## config.mk

```make
export PLATFORM = sky130hd
export DESIGN_NAME = round_robin_poll_retry_scheduler_unit
export DESIGN_NICKNAME = d
export VERILOG_FILES = /design/src/rtl/core/rrps_pkg.sv /design/src/rtl/core/rrps_pick.sv /design/src/rtl/core/round_robin_poll_retry_scheduler_unit.sv
export SDC_FILE = /design/constraint.sdc
export NUM_CORES = 1
export LEC_CHECK = 0
export ABC_AREA = 0
export BUFFER_PORTS_ARGS = -buffer_cell sky130_fd_sc_hd__buf_2
export CAP_MARGIN = 20
export CORE_ASPECT_RATIO = 1.5
export CORE_MARGIN = 2
export CORE_UTILIZATION = 40
export CTS_CLUSTER_DIAMETER = 80
export DETAILED_ROUTE_END_ITERATION = 10
export PLACE_DENSITY_LB_ADDON = 0.15
export SLEW_MARGIN = 30
export SYNTH_ARGS = -nofsm -noshare
export SYNTH_HDL_FRONTEND = slang
export SYNTH_SLANG_ARGS = --single-unit
```

## constraint.sdc

```tcl
create_clock -name clk -period 12.57 [get_ports clk]
set_input_delay 1.8855 -clock clk [delete_from_list [all_inputs] [get_ports clk]]
set_output_delay 1.8855 -clock clk [all_outputs]
set_load 0.02 [all_outputs]
```

## src/rtl/core/rrps_pkg.sv

```systemverilog
`timescale 1ns / 1ps

package rrps_pkg;

  // Field widths
  localparam int TIME_W  = 32;
  localparam int DEV_W   = 5;
  localparam int CNT_W   = 4;
  localparam int MASK_W  = 32;
  localparam int LIMIT_W = 4;

  // Device count range
  localparam int DEVICE_COUNT_DEF = 32;
  localparam int DEVICE_COUNT_MAX = 64;

  // APB register map
  localparam int APB_DATA_W = 32;
  localparam int APB_ADDR_W = 4;

  typedef enum logic [1:0] {
    REG_SELECT_MASK    = 2'd0,
    REG_RETRY_INTERVAL = 2'd1,
    REG_RETRY_LIMIT    = 2'd2
  } reg_idx_t;

  // Register reset values
  localparam logic [MASK_W-1:0]  SELECT_MASK_RST    = '0;
  localparam logic [TIME_W-1:0]  RETRY_INTERVAL_RST = 32'd1000;
  localparam logic [LIMIT_W-1:0] RETRY_LIMIT_RST    = 4'd3;

  // Input item kinds
  typedef enum logic {
    KIND_POLL  = 1'b0,
    KIND_REPLY = 1'b1
  } kind_t;

  // Result packing in m_tdata
  localparam int OUT_W = 8;

endpackage

```

## src/rtl/core/rrps_pick.sv

```systemverilog
`timescale 1ns / 1ps

// Next selected device at or above the start index (round-robin search).
module rrps_pick #(
  parameter int DEVICE_COUNT = rrps_pkg::DEVICE_COUNT_DEF
) (
  input  logic [rrps_pkg::MASK_W-1:0]          select_mask,
  input  logic [$clog2(DEVICE_COUNT+1)-1:0]    start,
  output logic                                 found,
  output logic [((DEVICE_COUNT > 1) ? $clog2(DEVICE_COUNT) : 1)-1:0] idx
);

  localparam int NXT_W = $clog2(DEVICE_COUNT + 1);
  localparam int IDX_W = (DEVICE_COUNT > 1) ? $clog2(DEVICE_COUNT) : 1;
  localparam int EXT_W = rrps_pkg::DEVICE_COUNT_MAX;

  logic [EXT_W-1:0] mask_ext;
  logic [NXT_W-1:0] start_eff;

  // devices above the mask width are never selected
  assign mask_ext  = EXT_W'(select_mask);
  // out-of-range start wraps to zero
  assign start_eff = (start >= NXT_W'(DEVICE_COUNT)) ? '0 : start;

  always_comb begin
    found = 1'b0;
    idx   = '0;
    // lowest hit wins
    for (int i = DEVICE_COUNT - 1; i >= 0; i--) begin
      if (mask_ext[i] && (NXT_W'(i) >= start_eff)) begin
        found = 1'b1;
        idx   = IDX_W'(i);
      end
    end
  end

endmodule

```

## src/rtl/core/round_robin_poll_retry_scheduler_unit.sv

```systemverilog
`timescale 1ns / 1ps

// Channel   Dir  Handshake           Payload
// s_*       in   s_tvalid/s_tready   s_tuser: kind, s_tdata: now_time
// m_*       out  m_tvalid/m_tready   m_tdata: issue_query, device_index, comm_alarm
// apb       in   psel/penable/pwrite select_mask @0x0, retry_interval @0x4, retry_limit @0x8
//
// One input transaction per cycle while s_tready is high, one result transaction per input,
// registered in the cycle after it is accepted. Retry counters live in a RAM with a registered
// read; the read address is the device being awaited, taken from next state so data is ready for the next transaction.
// A write to the same entry in the previous cycle is forwarded around the RAM.
// Reset clears control state and per-entry valid bits (invalid entry reads zero).
// The output register decouples stalls: s_tready holds while m_tready is low
// only if the output register is empty.
module round_robin_poll_retry_scheduler_unit #(
  parameter int DEVICE_COUNT = rrps_pkg::DEVICE_COUNT_DEF
) (
  input  logic                              clk,
  input  logic                              rst,
  // input stream
  input  logic                              s_tvalid,
  output logic                              s_tready,
  input  logic [rrps_pkg::TIME_W-1:0]       s_tdata,   // [31:0] now_time
  input  logic                              s_tuser,   // [0] kind
  // result stream
  output logic                              m_tvalid,
  input  logic                              m_tready,
  output logic [rrps_pkg::OUT_W-1:0]        m_tdata,   // [0] issue_query, [5:1] device_index,
                                                       // [6] comm_alarm, [7] zero
  // APB config port
  input  logic                              psel,
  input  logic                              penable,
  input  logic                              pwrite,
  input  logic [rrps_pkg::APB_ADDR_W-1:0]   paddr,
  input  logic [rrps_pkg::APB_DATA_W-1:0]   pwdata,
  output logic [rrps_pkg::APB_DATA_W-1:0]   prdata,
  output logic                              pready
);

  localparam int NXT_W = $clog2(DEVICE_COUNT + 1);
  localparam int IDX_W = (DEVICE_COUNT > 1) ? $clog2(DEVICE_COUNT) : 1;
  localparam int TIME_W = rrps_pkg::TIME_W;
  localparam int DEV_W  = rrps_pkg::DEV_W;
  localparam int CNT_W  = rrps_pkg::CNT_W;

  // ---------------- configuration registers ----------------
  logic [rrps_pkg::MASK_W-1:0]  select_mask;
  logic [TIME_W-1:0]            retry_interval;
  logic [rrps_pkg::LIMIT_W-1:0] retry_limit;
  rrps_pkg::reg_idx_t           reg_sel;
  logic                         cfg_wr;

  assign pready  = 1'b1;
  assign reg_sel = rrps_pkg::reg_idx_t'(paddr[3:2]);
  assign cfg_wr  = psel && penable && pwrite && pready;

  always_ff @(posedge clk) begin
    if (rst) begin
      select_mask    <= rrps_pkg::SELECT_MASK_RST;
      retry_interval <= rrps_pkg::RETRY_INTERVAL_RST;
      retry_limit    <= rrps_pkg::RETRY_LIMIT_RST;
    end else if (cfg_wr) begin
      case (reg_sel)
        rrps_pkg::REG_SELECT_MASK:    select_mask    <= pwdata;
        rrps_pkg::REG_RETRY_INTERVAL: retry_interval <= pwdata;
        rrps_pkg::REG_RETRY_LIMIT:    retry_limit    <= pwdata[rrps_pkg::LIMIT_W-1:0];
        default: ;
      endcase
    end
  end

  always_comb begin
    case (reg_sel)
      rrps_pkg::REG_SELECT_MASK:    prdata = select_mask;
      rrps_pkg::REG_RETRY_INTERVAL: prdata = retry_interval;
      rrps_pkg::REG_RETRY_LIMIT:    prdata = rrps_pkg::APB_DATA_W'(retry_limit);
      default:                      prdata = '0;
    endcase
  end

  // ---------------- scheduler state ----------------
  logic [NXT_W-1:0]  next_index, next_index_next;
  logic [IDX_W-1:0]  cur_dev, cur_dev_next;     // device awaited (next_index - 1)
  logic              awaiting, awaiting_next;
  logic [TIME_W-1:0] last_send_time, last_send_time_next;

  // retry counter RAM with valid bits and write forwarding
  logic [CNT_W-1:0]  cnt_mem [DEVICE_COUNT];
  logic [DEVICE_COUNT-1:0] cnt_vld;
  logic [CNT_W-1:0]  rd_cnt;
  logic              rd_vld;
  logic              byp_hit;
  logic [CNT_W-1:0]  byp_cnt;
  logic [IDX_W-1:0]  rd_addr;
  logic              mem_we;
  logic [IDX_W-1:0]  mem_waddr;
  logic [CNT_W-1:0]  mem_wdata;

  logic              acc;
  rrps_pkg::kind_t   kind;
  logic [TIME_W-1:0] now_time;
  logic [TIME_W-1:0] elapsed;
  logic              timeout;
  logic [CNT_W-1:0]  count_cur, count_inc;
  logic              pick_found;
  logic [IDX_W-1:0]  pick_idx;
  logic [IDX_W+DEV_W-1:0] pick_ext, cur_ext;

  logic              issue_query;
  logic [DEV_W-1:0]  device_index;
  logic              comm_alarm;

  assign acc       = s_tvalid && s_tready;
  assign kind      = rrps_pkg::kind_t'(s_tuser);
  assign now_time  = s_tdata;
  assign s_tready  = !m_tvalid || m_tready;

  assign elapsed   = now_time - last_send_time;   // wraps modulo 2^32
  assign timeout   = elapsed >= retry_interval;
  assign count_cur = byp_hit ? byp_cnt : (rd_vld ? rd_cnt : '0);
  assign count_inc = count_cur + CNT_W'(1);
  assign pick_ext  = (IDX_W + DEV_W)'(pick_idx);
  assign cur_ext   = (IDX_W + DEV_W)'(cur_dev);

  rrps_pick #(
    .DEVICE_COUNT(DEVICE_COUNT)
  ) u_pick (
    .select_mask(select_mask),
    .start      (next_index),
    .found      (pick_found),
    .idx        (pick_idx)
  );

  always_comb begin
    next_index_next     = next_index;
    cur_dev_next        = cur_dev;
    awaiting_next       = awaiting;
    last_send_time_next = last_send_time;
    issue_query         = 1'b0;
    device_index        = '0;
    comm_alarm          = 1'b0;
    mem_we              = 1'b0;
    mem_waddr           = cur_dev;
    mem_wdata           = count_inc;
    if (acc) begin
      if (kind == rrps_pkg::KIND_REPLY) begin
        awaiting_next = 1'b0;
      end else if (awaiting) begin
        if (timeout) begin
          // re-query the awaited device
          last_send_time_next = now_time;
          issue_query         = 1'b1;
          device_index        = cur_ext[DEV_W-1:0];
          mem_we              = 1'b1;
          if (count_inc >= retry_limit) begin
            awaiting_next = 1'b0;
            comm_alarm    = 1'b1;
            mem_wdata     = '0;
          end
        end
      end else if (pick_found) begin
        next_index_next     = NXT_W'(pick_idx) + NXT_W'(1);
        cur_dev_next        = pick_idx;
        last_send_time_next = now_time;
        awaiting_next       = 1'b1;
        issue_query         = 1'b1;
        device_index        = pick_ext[DEV_W-1:0];
      end else begin
        next_index_next = '0;
      end
    end
  end

  // read the entry of the device that will be awaited next cycle
  assign rd_addr = cur_dev_next;

  always_ff @(posedge clk) begin
    if (rst) begin
      next_index     <= '0;
      cur_dev        <= '0;
      awaiting       <= 1'b0;
      last_send_time <= '0;
    end else begin
      next_index     <= next_index_next;
      cur_dev        <= cur_dev_next;
      awaiting       <= awaiting_next;
      last_send_time <= last_send_time_next;
    end
  end

  always_ff @(posedge clk) begin
    if (mem_we) begin
      cnt_mem[mem_waddr] <= mem_wdata;
    end
    rd_cnt <= cnt_mem[rd_addr];
  end

  always_ff @(posedge clk) begin
    if (rst) begin
      cnt_vld <= '0;
      rd_vld  <= 1'b0;
      byp_hit <= 1'b1;     // entry zero reads as cleared right after reset
      byp_cnt <= '0;
    end else begin
      if (mem_we) begin
        cnt_vld[mem_waddr] <= 1'b1;
      end
      rd_vld  <= cnt_vld[rd_addr];
      byp_hit <= mem_we && (mem_waddr == rd_addr);
      byp_cnt <= mem_wdata;
    end
  end

  // ---------------- output register ----------------
  always_ff @(posedge clk) begin
    if (rst) begin
      m_tvalid <= 1'b0;
    end else if (acc) begin
      m_tvalid <= 1'b1;
    end else if (m_tready) begin
      m_tvalid <= 1'b0;
    end
  end

  always_ff @(posedge clk) begin
    if (acc) begin
      m_tdata <= {1'b0, comm_alarm, device_index, issue_query};
    end
  end

  // ---------------- assertions ----------------
  a_reply_clears_wait: assert property (@(posedge clk) disable iff (rst)
    (acc && kind == rrps_pkg::KIND_REPLY) |=> !awaiting)
    else $error("reply did not clear the wait");

  a_wait_tracks_index: assert property (@(posedge clk) disable iff (rst)
    awaiting |-> (next_index == NXT_W'(cur_dev) + NXT_W'(1)))
    else $error("awaited device out of step with next index");

  a_result_follows: assert property (@(posedge clk) disable iff (rst)
    acc |=> m_tvalid)
    else $error("accepted transaction produced no result");

endmodule
```

Word level (Yosys, flattened, before mapping) --
Memories as Yosys holds them, arrays and structs flattened. A register that Yosys moved wholly into a read port is not among the register bits. Index checks and enable logic that the tools add are counted.
Word-level totals: bits in registers 158, RAM bits 128, memories 1
Operators by class: add/subtract/negate cells 3, $lt $le $gt $ge 38, eq/ne operators 4, multiplexer cells 103, bitwise operators 4, reductions and logical operators 48
Memories:
- cnt_mem | depth 32, width 4, read ports 1, clocked after Yosys merged registers in 1, wr ports 1, line round_robin_poll_retry_scheduler_unit.sv:88 | logic [CNT_W-1:0] cnt_mem [DEVICE_COUNT];
Operators by type and width (count):
- $mux W5 | 39
- $ge A5 B6 Y1 const A | 16
- $mux W32 | 3
- $pmux W32 S3 | 1
- $mux W1 | 49
- $ge A4 B6 Y1 const A | 8
- $logic_and A1 B1 Y1 | 37
- $ge A32 B32 Y1 | 1
- $or A32 B32 Y32 | 1
- $sub A32 B32 Y32 | 1
- $mux W4 | 7
- $ge A3 B6 Y1 const A | 4
- $ge A1 B6 Y1 const A | 2
- $ge A2 B6 Y1 const A | 2
- $lt A5 B6 Y1 const B | 2
- $mux W6 | 2
- $add A5 B1 Y6 const B | 1
- $ge A6 B6 Y1 const B | 1
- $reduce_and A2 Y1 | 3
- $bmux W1 S5 | 1
- $demux W1 S5 | 1
- $eq A5 B5 Y1 | 1
- $ge A5 B1 Y1 const B | 1
- $add A4 B1 Y4 const B | 1
- 12 further kinds | 15

Depth between registers and ports, before layout --
Gate-level depths: netlist (run 1).
word-level depth 42, mapped depth 25, mapped depth without buffers 24

By module --
From an unflattened synthesis (run 1), not the netlist that was laid out.
Second synthesis, totals: cell total of the unflattened synthesis 1565, area total of the unflattened synthesis 15371.0 sq um
Modules (own cells, without submodules):
- round_robin_poll_retry_scheduler_unit | times used 1, cells each 1406, area an instance 14451.4 sq um
- rrps_pick | times used 1, cells each 159, area an instance 919.6 sq um

Worst setup path after synthesis (run 1) --
Ideal clock, no wire load.
path type input to register, start point input port s_tdata[16] (netlist bit), end point memory cnt_mem[0][1] (data pin), setup time 0.359 ns, data arrival time 6.596 ns, required time 12.211 ns, slack 5.614 ns, cell stages on the path 20, buffers on the path 0, path through ha_1 a21o_1 a211o_1 or4_1 o21ai_0 o21ai_0 o21ai_0 o21bai_1 xor2_1 ha_1 a21o_1 a21o_1 a21o_1 a21o_1 a21o_1 a21oi_1 o221ai_1 nand3b_1 nor3_1 nor2b_1
On the way: word-level cells in the longest chain between the ends 6
RTL lines:
- from (decl) | line round_robin_poll_retry_scheduler_unit.sv:23 | input logic [rrps_pkg::TIME_W-1:0] s_tdata,
- $sub A32 B32 Y32 | line round_robin_poll_retry_scheduler_unit.sv:118 | assign elapsed = now_time - last_send_time;
- $ge A32 B32 Y1 | line round_robin_poll_retry_scheduler_unit.sv:119 | assign timeout = elapsed >= retry_interval;
- $mux W4 | line round_robin_poll_retry_scheduler_unit.sv:149 | if (timeout) begin
- $mux W4 | line round_robin_poll_retry_scheduler_unit.sv:148 | end else if (awaiting) begin
- $mux W4 | line round_robin_poll_retry_scheduler_unit.sv:146 | if (kind == rrps_pkg::KIND_REPLY) begin
- $mux W4 | line round_robin_poll_retry_scheduler_unit.sv:145 | if (acc) begin
- named net mem_wdata[1] | line round_robin_poll_retry_scheduler_unit.sv:97 | logic [CNT_W-1:0] mem_wdata;
- to (decl) | line round_robin_poll_retry_scheduler_unit.sv:88
The timed path passes the listed nets, and every way through them passes these cells.

Worst setup path in the final report (run 1) --
start point input port s_tdata[1] (netlist bit), end point memory cnt_mem[11][3], enable pin
On the way: word-level cells in the longest chain between the ends 8
RTL lines:
- $sub A32 B32 Y32 | line round_robin_poll_retry_scheduler_unit.sv:118
- $ge A32 B32 Y1 | line round_robin_poll_retry_scheduler_unit.sv:119
- $mux W1 | line round_robin_poll_retry_scheduler_unit.sv:149
- $mux W1 | line round_robin_poll_retry_scheduler_unit.sv:148
- $mux W1 | line round_robin_poll_retry_scheduler_unit.sv:146
- $mux W1 | line round_robin_poll_retry_scheduler_unit.sv:145
- $mux W1 | line round_robin_poll_retry_scheduler_unit.sv:192 | if (mem_we) begin
- $mux W1 (not written as such) | line round_robin_poll_retry_scheduler_unit.sv:193 | cnt_mem[mem_waddr] <= mem_wdata;
Every way passes these cells.

==> key figures, run 1 <==
Synthesis
  • Syn Inst Count: 1571
  • Post-Synth XOR/XNOR Area: 1.694%
  • Sequential area share after synthesis: between 40% and 50%
  • FF+latch count, synth: 290
  • Syn avg cell area: about 10 sq um
  • Syn Nets: between 1500 and 2000
  • Simple-Gate Fraction of Synth Area: 13.43%
  • Primary FF master, synth: dfxtp_1
  • Complex-gate fraction of the synthesized area: 16.03%
  • Adder-cell area share of the yosys netlist: 5.695%
  • Syn. warnings: 0
  • Mux contribution to synthesized area: 11.60%
  • Synthesized cell area: 0.01551 sq mm
  • Ys async rst share: 0%
  • Yosys cell types: 88
  • EDFF count, synth: 135
  • Largest family of logic cells by synthesized area: compound AO/OA/AOI/OAI gates

GRT
  • First-pass GRT wire length: 63610 um
  • Initial antenna violation count: 0
  • Gr ovfl total: 0
  • Global Route Usage Sum: around a fifth
  • Vias in the first global route: 11520
  • Largest net degree at the start of global routing: slightly below 70

STA
  • Tcrit/Tclk final: 65.89%
  • Max Freq: between 100 and 150 MHz
  • Setup TNS: 0 ps
  • # setup viols final: 0
  • Fin crit period: 8283 ps
  • Final-report hold violation count: 0
  • RSZ-0062 raised after global routing: false
  • Worst Max-Slew Pin Slew: 967.5 ps
  • Final hold slack: roughly 460 ps
  • Clk_skew: roughly 11 ps
  • Pins Over Slew Limit: 0
  • Rel. slew slack: 35.32%

Cells and area
  • Proportion of layout cells with a drive suffix above 1: 13.86%
  • Post-route cell area: about 0.017 sq mm
  • Fillers: 3706
  • Final #Nets: 1796
  • Area grow syn2layout: 12.51%
  • Multi-input gate area: 0.007550 sq mm
  • Reg area: around 0.0072 sq mm

Worst setup path
  • R2R Path Start: last_send_time[1]$_SDFFE_PP0P_
  • Worst EP required: between 10000 and 15000 ps
  • Critical path arrival: 8500 ps
  • Reg2Reg Setup Slack: ~5300 ps
  • Critical path type: in2reg
  • Largest fanout on the critical path: 16
  • Worst Setup End Kind: flop
  • R2R cell count: 22
  • End of the worst register-to-register path: cnt_mem[11][3]$_DFFE_PP_
  • Startpoint Class: input port

Floorplan
  • Initial Util: 40.48%
  • IO Pins: 119
  • Die area: 0.04040 sq mm
  • Rows: just under 90
  • Die height: 245.2 um
  • Core ar.: about 0.038 sq mm
  • Die W: 164.8 um

Place
  • Detailed placement HPWL: 29450 um
  • RePlAce Congestion: 0.9046
  • Area after DPL: roughly 0.016 sq mm
  • I/O Buffers: approximately 110

Route
  • DR DRC count: 0
  • Initial DRC count: 781
  • First-pass DRT Iterations: 5
  • Final wirelength: 40900 um
  • Antenna Nets Post-Route: 0
  • Via/cell ratio: about 5.4
  • Wire per inst: 18.85 um
  • Via Count: 11740

Power
  • Power Dens Cells: about 130 mW/mm^2
  • Leakage: approximately 6.3 nW
  • Worst vdd ir: between 0.09 and 0.1 mV

Run
  • Max cap viols: 0

Clocking
  • # resized after CTS: 0
  • Number of buffers created by CTS: 30
  • Clk sinks: 290
  • CTS hold repair buffers: 0
  • CTS root buffer: clkbuf_16
  • Postcts setup bufs: 0
  • Clock Latency Late Sink: 570 ps
  • Clk buf depth: 3
  • H-tree depth: 1
  • CTS tree: yes
  • CTS clk-pin slew, worst paths: 60 ps

Worst hold path
  • Tightest Hold Check Type: reg2reg
  • Hold_sp: cnt_vld[17]$_SDFFE_PP0P_
  • Hold Path Cell Cnt: 1
  • Hold Path Sink: cnt_vld[17]$_SDFFE_PP0P_

Run status
  • Status: finished clean
-- through the flow --
step                      power [W]  setup slack [ps]  instances  util (%)
after detailed placement   0.001422              3719       2113     42.84
final                      0.002328              4287       2170     45.54
after CTS                  0.002354              4353       2169     45.52
after global placement     0.001418              3836       2113     42.83
after global routing       0.002430              3771       2169     45.54
after floorplan            0.001313              5614       1571         -
-- cells in the final DEF, fill, tap and decap left out, types with 15 or more instances in the layout --
cell	Yosys	layout
o2bb2ai_1	22	22
a22oi_1	15	15
o22ai_1	20	20
o211ai_1	16	16
clkbuf_16	0	31
edfxtp_1	135	135
nand3_1	21	21
inv_1	106	106
nor2_1	162	162
a21oi_1	114	113
buf_4	7	17
mux2i_1	131	131
xnor2_1	19	19
nand2_1	171	170
dfxtp_1	155	155
buf_2	12	113
mux4_2	20	20
a21o_1	32	32
o21ai_0	52	52
ha_1	69	69
-- cells in the mapped netlist, drive strengths merged, types with 4 or more instances --
master   number  area [sq um]
nand2       172         648.1
nor2        163         614.3
dfxtp       155          3103
edfxtp      135          4054
mux2i       131          1311
a21oi       116         588.1
inv         107         401.6
ha           69         863.3
o21ai        62         317.8
clkbuf       47         176.4
buf          36         252.8
a21o         32         240.2
o2bb2ai      22         192.7
nand3        21         105.1
mux4         20         450.4
o22ai        20         125.1
xnor2        19         166.4
o211ai       16         120.1
a211oi       15         117.6
a22oi        15         112.6
nor3         15         75.07
nand2b       13         81.33
nand4        13         87.58
and2         11         68.82
xor2         11         96.34
a31oi        10         62.56
nand3b       10         75.07
o21a         10         75.07
nor2b         9         56.30
or2           8         50.05
o21bai        7         52.55
or3           7         43.79
o221ai        5         50.04
and3          4         25.02
nand4b        4         50.05
o311ai        4         42.55
-- routing by layer --
layer | GRT usage (%) | share of wire, % | vias up
met3 | 2.315 | 3.8 | 74
met1 | 22.76 | 39 | 5586
met5 | 0 | 0 | -
met4 | 6.829 | 3.3 | 0
met2 | 38.56 | 54 | 255
li1 | - | - | 5823
-- sequential cells by signal, indices dropped and copies added (netlist names), 4 cells and up --
name	cells
rd_cnt	4
byp_cnt	4
last_send_time	32
cnt_vld	32
next_index	6
cnt_mem	128
retry_interval	32
cur_dev	5
select_mask	32
retry_limit	4
m_tdata	7
-- area by class of cell --
class | count | share of cell area, %
multi-input combinational | 1091 | 43.26
sequential | 290 | 41.01
clock buffer | 36 | 4.610
timing repair buffer | 130 | 3.972
tap | 495 | 3.549
inverter | 107 | 2.302
clock inverter | 20 | 1.276
antenna | 1 | 0.01434
-- how the worst max path moves through the flow --
stage	from	endpoint	slack, ps	cells after the start
finish	s_tdata[1]	cnt_mem[11][3]$_DFFE_PP_	4290	22
CTS	s_tdata[0]	cnt_mem[16][0]$_DFFE_PP_	4350	25
global placement	s_tdata[1]	cnt_mem[28][0]$_DFFE_PP_	3840	22
detailed placement	s_tdata[1]	cnt_mem[16][2]$_DFFE_PP_	3720	22
floorplan	s_tdata[16]	cnt_mem[0][1]$_DFFE_PP_	5610	20
global route	s_tdata[1]	cnt_mem[5][2]$_DFFE_PP_	3770	22
-- worst max-delay path: stages --
cell and delay [ps]:
buf_2 130, ha_1 280, nor2b_1 140, o31a_1 290, o2111ai_1 300, a31oi_1 210
o21ai_0 570, o21ai_0 360, o211ai_1 350, a31oi_1 180, a21o_1 200, a21oi_1 160
xnor2_1 100, ha_1 310, nand4_1 100, nor2_1 270, nand3_1 110, o221ai_1 410
nand3b_1 460, nor2_1 350, nand3_1 730, nor2_1 610
-- power by group --
part | internal [W] | switching, W | leakage [nW]
clock | 0.000540 | 0.000389 | 0.482
combinational | 0.000150 | 0.000219 | 3.35
sequential | 0.00101 | 0.0000162 | 2.49
total | 0.00170 | 0.000624 | 6.32
-- kinds of logic after synthesis --
family,Yosys count
adders and majority gates,70
AOI/OAI and AO/OA,374
xor gates and xnor gates,30
buffers and inverters,190
and+or+nand+nor,461
DFF,290
muxes,154
other,2
(Power assumes the default switching activity.)
==> run 2: changes to the inputs <==
==> constraint.sdc (replaced) <==
create_clock -name clk -period 8.4 [get_ports clk]
set_input_delay 1.26 -clock clk [delete_from_list [all_inputs] [get_ports clk]]
set_output_delay 1.26 -clock clk [all_outputs]
set_load 0.02 [all_outputs]
==> run 2 against run 1 <==
Via count rose by 1.6%; clock skew barely moved; non-clock buffer count rose by 7; critical path type unchanged; highest routed layer unchanged.
==> key figures, run 2 (synthesis results as in run 1) <==
Route
  • Initial DRC count: 757 (-3.1%)
  • Via/cell ratio: 5.479 (+1.3%)
  • Final wirelength: 41080 um (+0.45%)
  • DR DRC count: 0 (unchanged)
  • Antenna Nets Post-Route: 0 (unchanged)
  • Via Count: 11930 (+1.6%)
  • First-pass DRT Iterations: 5 (unchanged)
  • Wire per inst: 18.87 um (+0.13%)

Cells and area
  • Antenna cells: 0 (-1)
  • Reg area: 0.007157 sq mm (unchanged)
  • Top reg by flops: cnt_mem
  • Proportion of layout cells with a drive suffix above 1: 14.68% (+0.83 points)
  • Commonest non-fill, non-tap cell in the layout: nand2_1
  • Final #Nets: 1804 (+0.45%)
  • Final Util: 45.56% (about the same)
  • Largest register FFs: 128 (unchanged)
  • Fillers: 3756 (+1.3%)
  • Most frequent cells in the layout: nand2_1, nor2_1, dfxtp_1, edfxtp_1, mux2i_1
  • Area grow syn2layout: 12.55% (about the same)
  • Multi-input gate area: 0.007543 sq mm (about the same)

STA
  • Worst Max-Slew Pin Slew: 864.2 ps (-103.3 ps)
  • Tcrit/Tclk final: about four fifths
  • RSZ-0062 raised after global routing: false
  • Setup TNS: 0 ps (unchanged)
  • Fin crit period: approximately 6700 ps
  • Clk_skew: 10.55 ps (-0.2460 ps)
  • Rel. slew slack: 42.31% (+7.0 points)
  • # setup viols final: 0 (unchanged)
  • Max Freq: 149.1 MHz
  • Setup ws final: 1692 ps (-2595 ps)
  • Final-report hold violation count: 0 (unchanged)
  • Pins Over Slew Limit: 0 (unchanged)

Clocking
  • CTS hold repair buffers: 0 (unchanged)
  • Clk sinks: 290 (unchanged)
  • Clk buf depth: 3 (unchanged)
  • CTS root buffer: clkbuf_16
  • Clock Latency Late Sink: 580 ps (about the same)
  • # resized after CTS: 0 (unchanged)
  • Postcts setup bufs: 0 (unchanged)
  • Number of buffers created by CTS: 31 (+3.3%)
  • CTS tree: yes
  • H-tree depth: 1 (unchanged)
  • CTS clk-pin slew, worst paths: 60 ps (about the same)

Worst setup path
  • Largest fanout on the critical path: 32 (+16)
  • Startpoint Class: input port
  • Worst Setup End Kind: flop
  • Critical path type: in2reg
  • Critical path arrival: 6990 ps (-1510 ps)
  • Worst EP required: 8680 ps (-4100 ps)

Power
  • Power Dens Cells: 196.5 mW/mm^2 (+47%)
  • Leakage: 6.348 nW (+0.43%)
  • Worst vdd ir: 0.1538 mV (+63%)

Floorplan
  • Die W: 164.8 um (unchanged)
  • Core ar.: 0.03832 sq mm (unchanged)
  • Initial Util: 40.48% (unchanged)
  • IO Pins: 119 (unchanged)
  • Rows: 88 (unchanged)
  • Die area: 0.04040 sq mm (unchanged)
  • Die height: 245.2 um (unchanged)

Place
  • RePlAce Congestion: 0.9059 (+0.14%)
  • Place WS: 1077 ps (-2642 ps)
  • I/O Buffers: 114 (unchanged)
  • Detailed placement HPWL: 29400 um (-0.18%)

GRT
  • Global Route Usage Sum: 20.25% (+0.099 points)
  • Vias in the first global route: 11560 (+0.38%)
  • First-pass GRT wire length: 64010 um (+0.63%)
  • Gr ovfl total: 0 (unchanged)
  • Largest net degree at the start of global routing: 64 (-5.9%)
  • Initial antenna violation count: 1 (+1)

Worst hold path
  • Tightest Hold Check Type: reg2reg

Run
  • Max cap viols: 0 (unchanged)

Run status
  • Status: finished clean
-- run 2: routing by layer --
layer / vias up / GRT usage (%) / wire [um]
li1: 5857 / - / -
met1: 5728 / 23.49 / 16340
met2: 264 / 38.31 / 21980
met3: 79 / 2.332 / 1512
met4: 0 / 6.292 / 1252
met5: - / 0 / 0
-- run 2: report_power, final --
part           total (W)  switching, W  internal (W)  leakage (nW)
Combinational   0.000551      0.000325      0.000226          3.38
Sequential       0.00154     0.0000249       0.00152          2.49
Clock            0.00134      0.000600      0.000737         0.482
Total            0.00343      0.000950       0.00248          6.35
-- run 2: area by class of cell --
type,count,area share [%]
well taps,495,3.548
multi-input cells,1091,43.21
clock buffers,35,4.702
repair buffers,137,4.272
inverters,107,2.301
clock inverters,22,0.9676
flip-flops and latches,290,41.00
-- run 2: through the flow --
stage | cell area (sq um) | std cells | total power [W] | hold WS [ps]
CTS | 17460 | 2177 | 0.003477 | 466.7
global placement | 16460 | 2120 | 0.002122 | 443.8
global route | 17460 | 2177 | 0.003589 | 479.5
finish | 17460 | 2177 | 0.003430 | 466.0
detailed placement | 16470 | 2120 | 0.002128 | 445.8
floorplan | 15510 | 1571 | 0.001965 | 431.7
-- run 2: worst max-delay path, cell delays in order --
cell and delay (ps):
buf_2 130, ha_1 280, nor2b_1 140, o31a_1 300, o2111ai_1 290, a31oi_1 210
o21ai_0 520, o21ai_0 180, buf_4 170, o211ai_1 280, a31oi_1 180, a21o_1 200
a21oi_1 160, xnor2_1 110, ha_1 320, nand4_1 90, nor2_1 250, nand3_1 110
o221ai_1 380, nand3b_1 160, buf_4 200, nor3_1 640, nor2b_1 110, buf_4 270
-- run 2: path summary, 6_finish.rpt --
kind | slack (ps) | endpoint | cells past startpoint | from
setup / recovery | 1690 | cnt_mem[21][1]$_DFFE_PP_ | 24 | s_tdata[1]
hold / removal | 470 | cnt_vld[19]$_SDFFE_PP0P_ | 1 | cnt_vld[19]$_SDFFE_PP0P_
setup reg to reg | 2130 | cnt_mem[21][1]$_DFFE_PP_ | 24 | last_send_time[1]$_SDFFE_PP0P_
hold reg to reg | 470 | cnt_vld[19]$_SDFFE_PP0P_ | 1 | cnt_vld[19]$_SDFFE_PP0P_
==> run 3: changes to the inputs <==
--- a/config.mk
+++ b/config.mk
@@ -5,7 +5,7 @@
 export SDC_FILE = /design/constraint.sdc
 export NUM_CORES = 1
 export LEC_CHECK = 0
-export ABC_AREA = 0
+export ABC_AREA = 1
 export BUFFER_PORTS_ARGS = -buffer_cell sky130_fd_sc_hd__buf_2
 export CAP_MARGIN = 20
 export CORE_ASPECT_RATIO = 1.5
==> constraint.sdc (replaced) <==
create_clock -name clk -period 6.01 [get_ports clk]
set_input_delay 0.9015 -clock clk [delete_from_list [all_inputs] [get_ports clk]]
set_output_delay 0.9015 -clock clk [all_outputs]
set_load 0.02 [all_outputs]
==> run 3 against run 2 <==
Sequential cell count did not move; sequential power rose by 42%; via count rose by 6.2%; sequential share of layout area fell by 0.94 points; critical path type unchanged; clock power rose by 48%; first-iteration DRC count fell by 24%; die area fell by 3.5%; non-clock buffer count rose by 68; critical path depth rose by 15; synthesized cell count rose by 17%.
==> key figures, run 3 <==
Route
  • Via/cell ratio: 5.060 (-7.6%)
  • Via Count: 12670 (+6.2%)
  • First-pass DRT Iterations: 5 (unchanged)
  • Antenna Nets Post-Route: 0 (unchanged)
  • DR DRC count: 0 (unchanged)
  • Final wirelength: 41080 um (unchanged)
  • Initial DRC count: 574 (-24%)
  • Wire per inst: 16.41 um (-13%)

Synthesis
  • Most common cell in the netlist: nand2_1
  • EDFF count, synth: 135 (unchanged)
  • FF+latch count, synth: 290 (unchanged)
  • Syn. warnings: 0 (unchanged)
  • Sequential area share after synthesis: 47.83% (+1.7 points)
  • Syn avg cell area: 8.128 sq um (-18%)
  • Syn Nets: 1987 (+16%)
  • Primary FF master, synth: dfxtp_1
  • Cell taking the most area after synthesis: edfxtp_1
  • Synthesized cell area: 0.01496 sq mm (-3.5%)
  • Syn Inst Count: 1841 (+17%)
  • Area share of the largest cell type after synthesis: 27.09% (+0.96 points)
  • Ys async rst share: 0% (unchanged)
  • Synth top cells by count: nand2_1, inv_1, nand3_1
  • Yosys cell types: 46 (-48%)
  • Synth top area cells: edfxtp_1, dfxtp_1, nand2_1, nand3_1, inv_1

Worst setup path
  • Worst EP required: 6300 ps (-2380 ps)
  • Critical path arrival: 6000 ps (-990 ps)
  • R2R cell count: 37 (+54%)
  • Largest fanout on the critical path: 5 (-84%)
  • Startpoint Class: input port
  • CP Buf/Inv Count: 9 (+5)
  • Worst Setup End Kind: flop
  • Reg2Reg Setup Slack: 360 ps (-1770 ps)
  • Slowest cell delay on critical path: 370 ps (-270 ps)
  • R2R Path Start: last_send_time[0]$_SDFFE_PP0P_
  • End of the worst register-to-register path: cnt_mem[31][0]$_DFFE_PP_
  • Crit-path leading delay family: compound AO/OA/AOI/OAI gates
  • Critical path type: in2reg
  • CP max stage cell: fa_2

Worst hold path
  • Hold Path Cell Cnt: 1 (unchanged)
  • Tightest Hold Check Type: reg2reg
  • Hold Path Sink: cnt_vld[25]$_SDFFE_PP0P_
  • Hold_sp: cnt_vld[25]$_SDFFE_PP0P_

GRT
  • First-pass GRT wire length: 64730 um (+1.1%)
  • Global Route Usage Sum: 21.00% (+0.74 points)
  • Vias in the first global route: 12630 (+9.3%)
  • Gr ovfl total: 0 (unchanged)
  • Initial antenna violation count: 0 (-1)
  • Largest net degree at the start of global routing: 82 (+28%)

Cells and area
  • Fillers: 3673 (-2.2%)
  • Commonest non-fill, non-tap cell in the layout: nand2_1
  • Area grow syn2layout: 19.40%
  • Largest register FFs: 128 (unchanged)
  • Most frequent cells in the layout: nand2_1, inv_1, nand3_1, dfxtp_1, edfxtp_1
  • Antenna cells: 0 (unchanged)
  • Multi-input gate area: 0.006709 sq mm (-11%)
  • Proportion of layout cells with a drive suffix above 1: 16.49% (+1.8 points)
  • Post-route cell area: 0.01787 sq mm (+2.3%)
  • Final #Nets: 2142 (+19%)
  • Reg area: 0.007157 sq mm (unchanged)
  • Top reg by flops: cnt_mem
  • Final Util: 48.55% (+3.0 points)

STA
  • # setup viols final: 0 (unchanged)
  • Final-report hold violation count: 0 (unchanged)
  • RSZ-0062 raised after global routing: true
  • Fin crit period: about 5700 ps
  • Worst Max-Slew Pin Slew: 966.3 ps (+102.1 ps)
  • Tcrit/Tclk final: 95.06%
  • Rel. slew slack: 35.34% (-7.0 points)
  • Pins Over Slew Limit: 0 (unchanged)
  • Clk_skew: 13.60 ps (+3.054 ps)
  • Max Freq: 175.0 MHz

Clocking
  • CTS hold repair buffers: 0 (unchanged)
  • Number of buffers created by CTS: 30 (-3.2%)
  • CTS root buffer: clkbuf_16
  • Clk buf depth: 3 (unchanged)
  • CTS clk-pin slew, worst paths: 70 ps (about the same)
  • H-tree depth: 1 (unchanged)
  • CTS tree: yes
  • Clk sinks: 290 (unchanged)
  • Clock Latency Late Sink: 570 ps (about the same)

Floorplan
  • Die height: 240.9 um (-1.7%)
  • Initial Util: 40.66% (+0.18 points)
  • Rows: 86 (-2.3%)
  • Core ar.: 0.03680 sq mm (-4.0%)
  • Die W: 161.9 um (-1.7%)
  • IO Pins: 119 (unchanged)
  • Die area: 0.03900 sq mm (-3.5%)

Place
  • Detailed placement HPWL: 28400 um (-3.4%)
  • RePlAce Congestion: 0.8679 (-4.2%)
  • Area after DPL: 0.01652 sq mm (+0.31%)
  • I/O Buffers: 114 (unchanged)

Power
  • Total Power: 0.005310 W (+55%)
  • Leakage: 7.604 nW (+20%)
  • Power Dens Cells: 297.2 mW/mm^2 (+51%)
  • Worst vdd ir: 0.2326 mV (+51%)

Run
  • Max cap viols: 0 (unchanged)

Run status
  • Status: finished clean
[run 3: changes by cell type after synthesis, moves of 16 or more]
cell / change
o2bb2ai_1: -22
a21oi_1: +24
nand3_1: +207
nand3b_1: +16
inv_1: +137
o21a_1: +24
nor2_1: -30
nand2_1: +168
o21ai_0: +47
mux2i_1: -131
a21o_1: -28
mux4_2: -20
[run 3: how the worst max path moves through the flow]
stage	from	to	slack, ps	depth (start not counted)
detailed placement	s_tdata[0]	cnt_mem[28][1]$_DFFE_PP_	-600	40
global placement	s_tdata[0]	cnt_mem[28][1]$_DFFE_PP_	-600	40
CTS	s_tdata[0]	cnt_mem[28][2]$_DFFE_PP_	40	40
global route	s_tdata[0]	cnt_mem[31][0]$_DFFE_PP_	-130	40
floorplan	s_tdata[0]	cnt_mem[28][0]$_DFFE_PP_	90	36
finish	s_tdata[0]	cnt_mem[31][0]$_DFFE_PP_	300	39
[run 3: per-layer routing]
| metal | track usage [%] | vias up | routed length [um] |
|---|---|---|---|
| met2 | 40.84 | 262 | 22060 |
| met4 | 8.715 | 0 | 1568 |
| li1 | - | 6457 | - |
| met5 | 0 | - | 0 |
| met3 | 2.526 | 94 | 1530 |
| met1 | 22.75 | 5858 | 15920 |
[run 3: timing repair]
action | in CTS | in global routing
setup endpoints to repair | 16 | 332
hold endpoints to repair | 0 | 0
gates resized for setup | 1 | 74
pin swaps | 0 | 28
setup buffers | 0 | 6
[run 3: cell type report]
cell class                 count  area share, %
clock buffer                  41          4.776
clock inverter                15          1.107
inverter                     258          5.435
multi-input combinational   1211          37.55
sequential                   290          40.06
tap                          484          3.390
timing repair buffer         205          7.683
[run 3: report_power, final]
part / total (W) / internal, W / switching, W
registers: 0.00219 / 0.00216 / 0.0000302
clock network: 0.00198 / 0.00117 / 0.000811
logic: 0.00114 / 0.000404 / 0.000736
total: 0.00531 / 0.00373 / 0.00158
[run 3: cells by family after synthesis]
family | count (synthesis) | synth area share (%)
AO/OA/AOI/OAI | 342 | 13.08
XOR/XNOR | 33 | 1.932
adder cells (fa/ha/maj) | 70 | 5.904
buffers and inverters | 340 | 8.780
flip-flops | 290 | 47.83
other | 2 | 0.05019
AND/OR/NAND/NOR | 764 | 22.43
[run 3: per-stage QoR]
stage | cells | hold WS [ps] | setup slack [ps] | setup TNS, ps
floorplan | 1841 | 431.9 | 92.95 | 0
global placement | 2443 | 440.5 | -595.8 | -134180
detailed placement | 2443 | 443.9 | -602.7 | -133730
CTS | 2499 | 458.6 | 42.33 | 0
global route | 2504 | 472.4 | -133.0 | -6492
finish | 2504 | 455.8 | 296.8 | 0
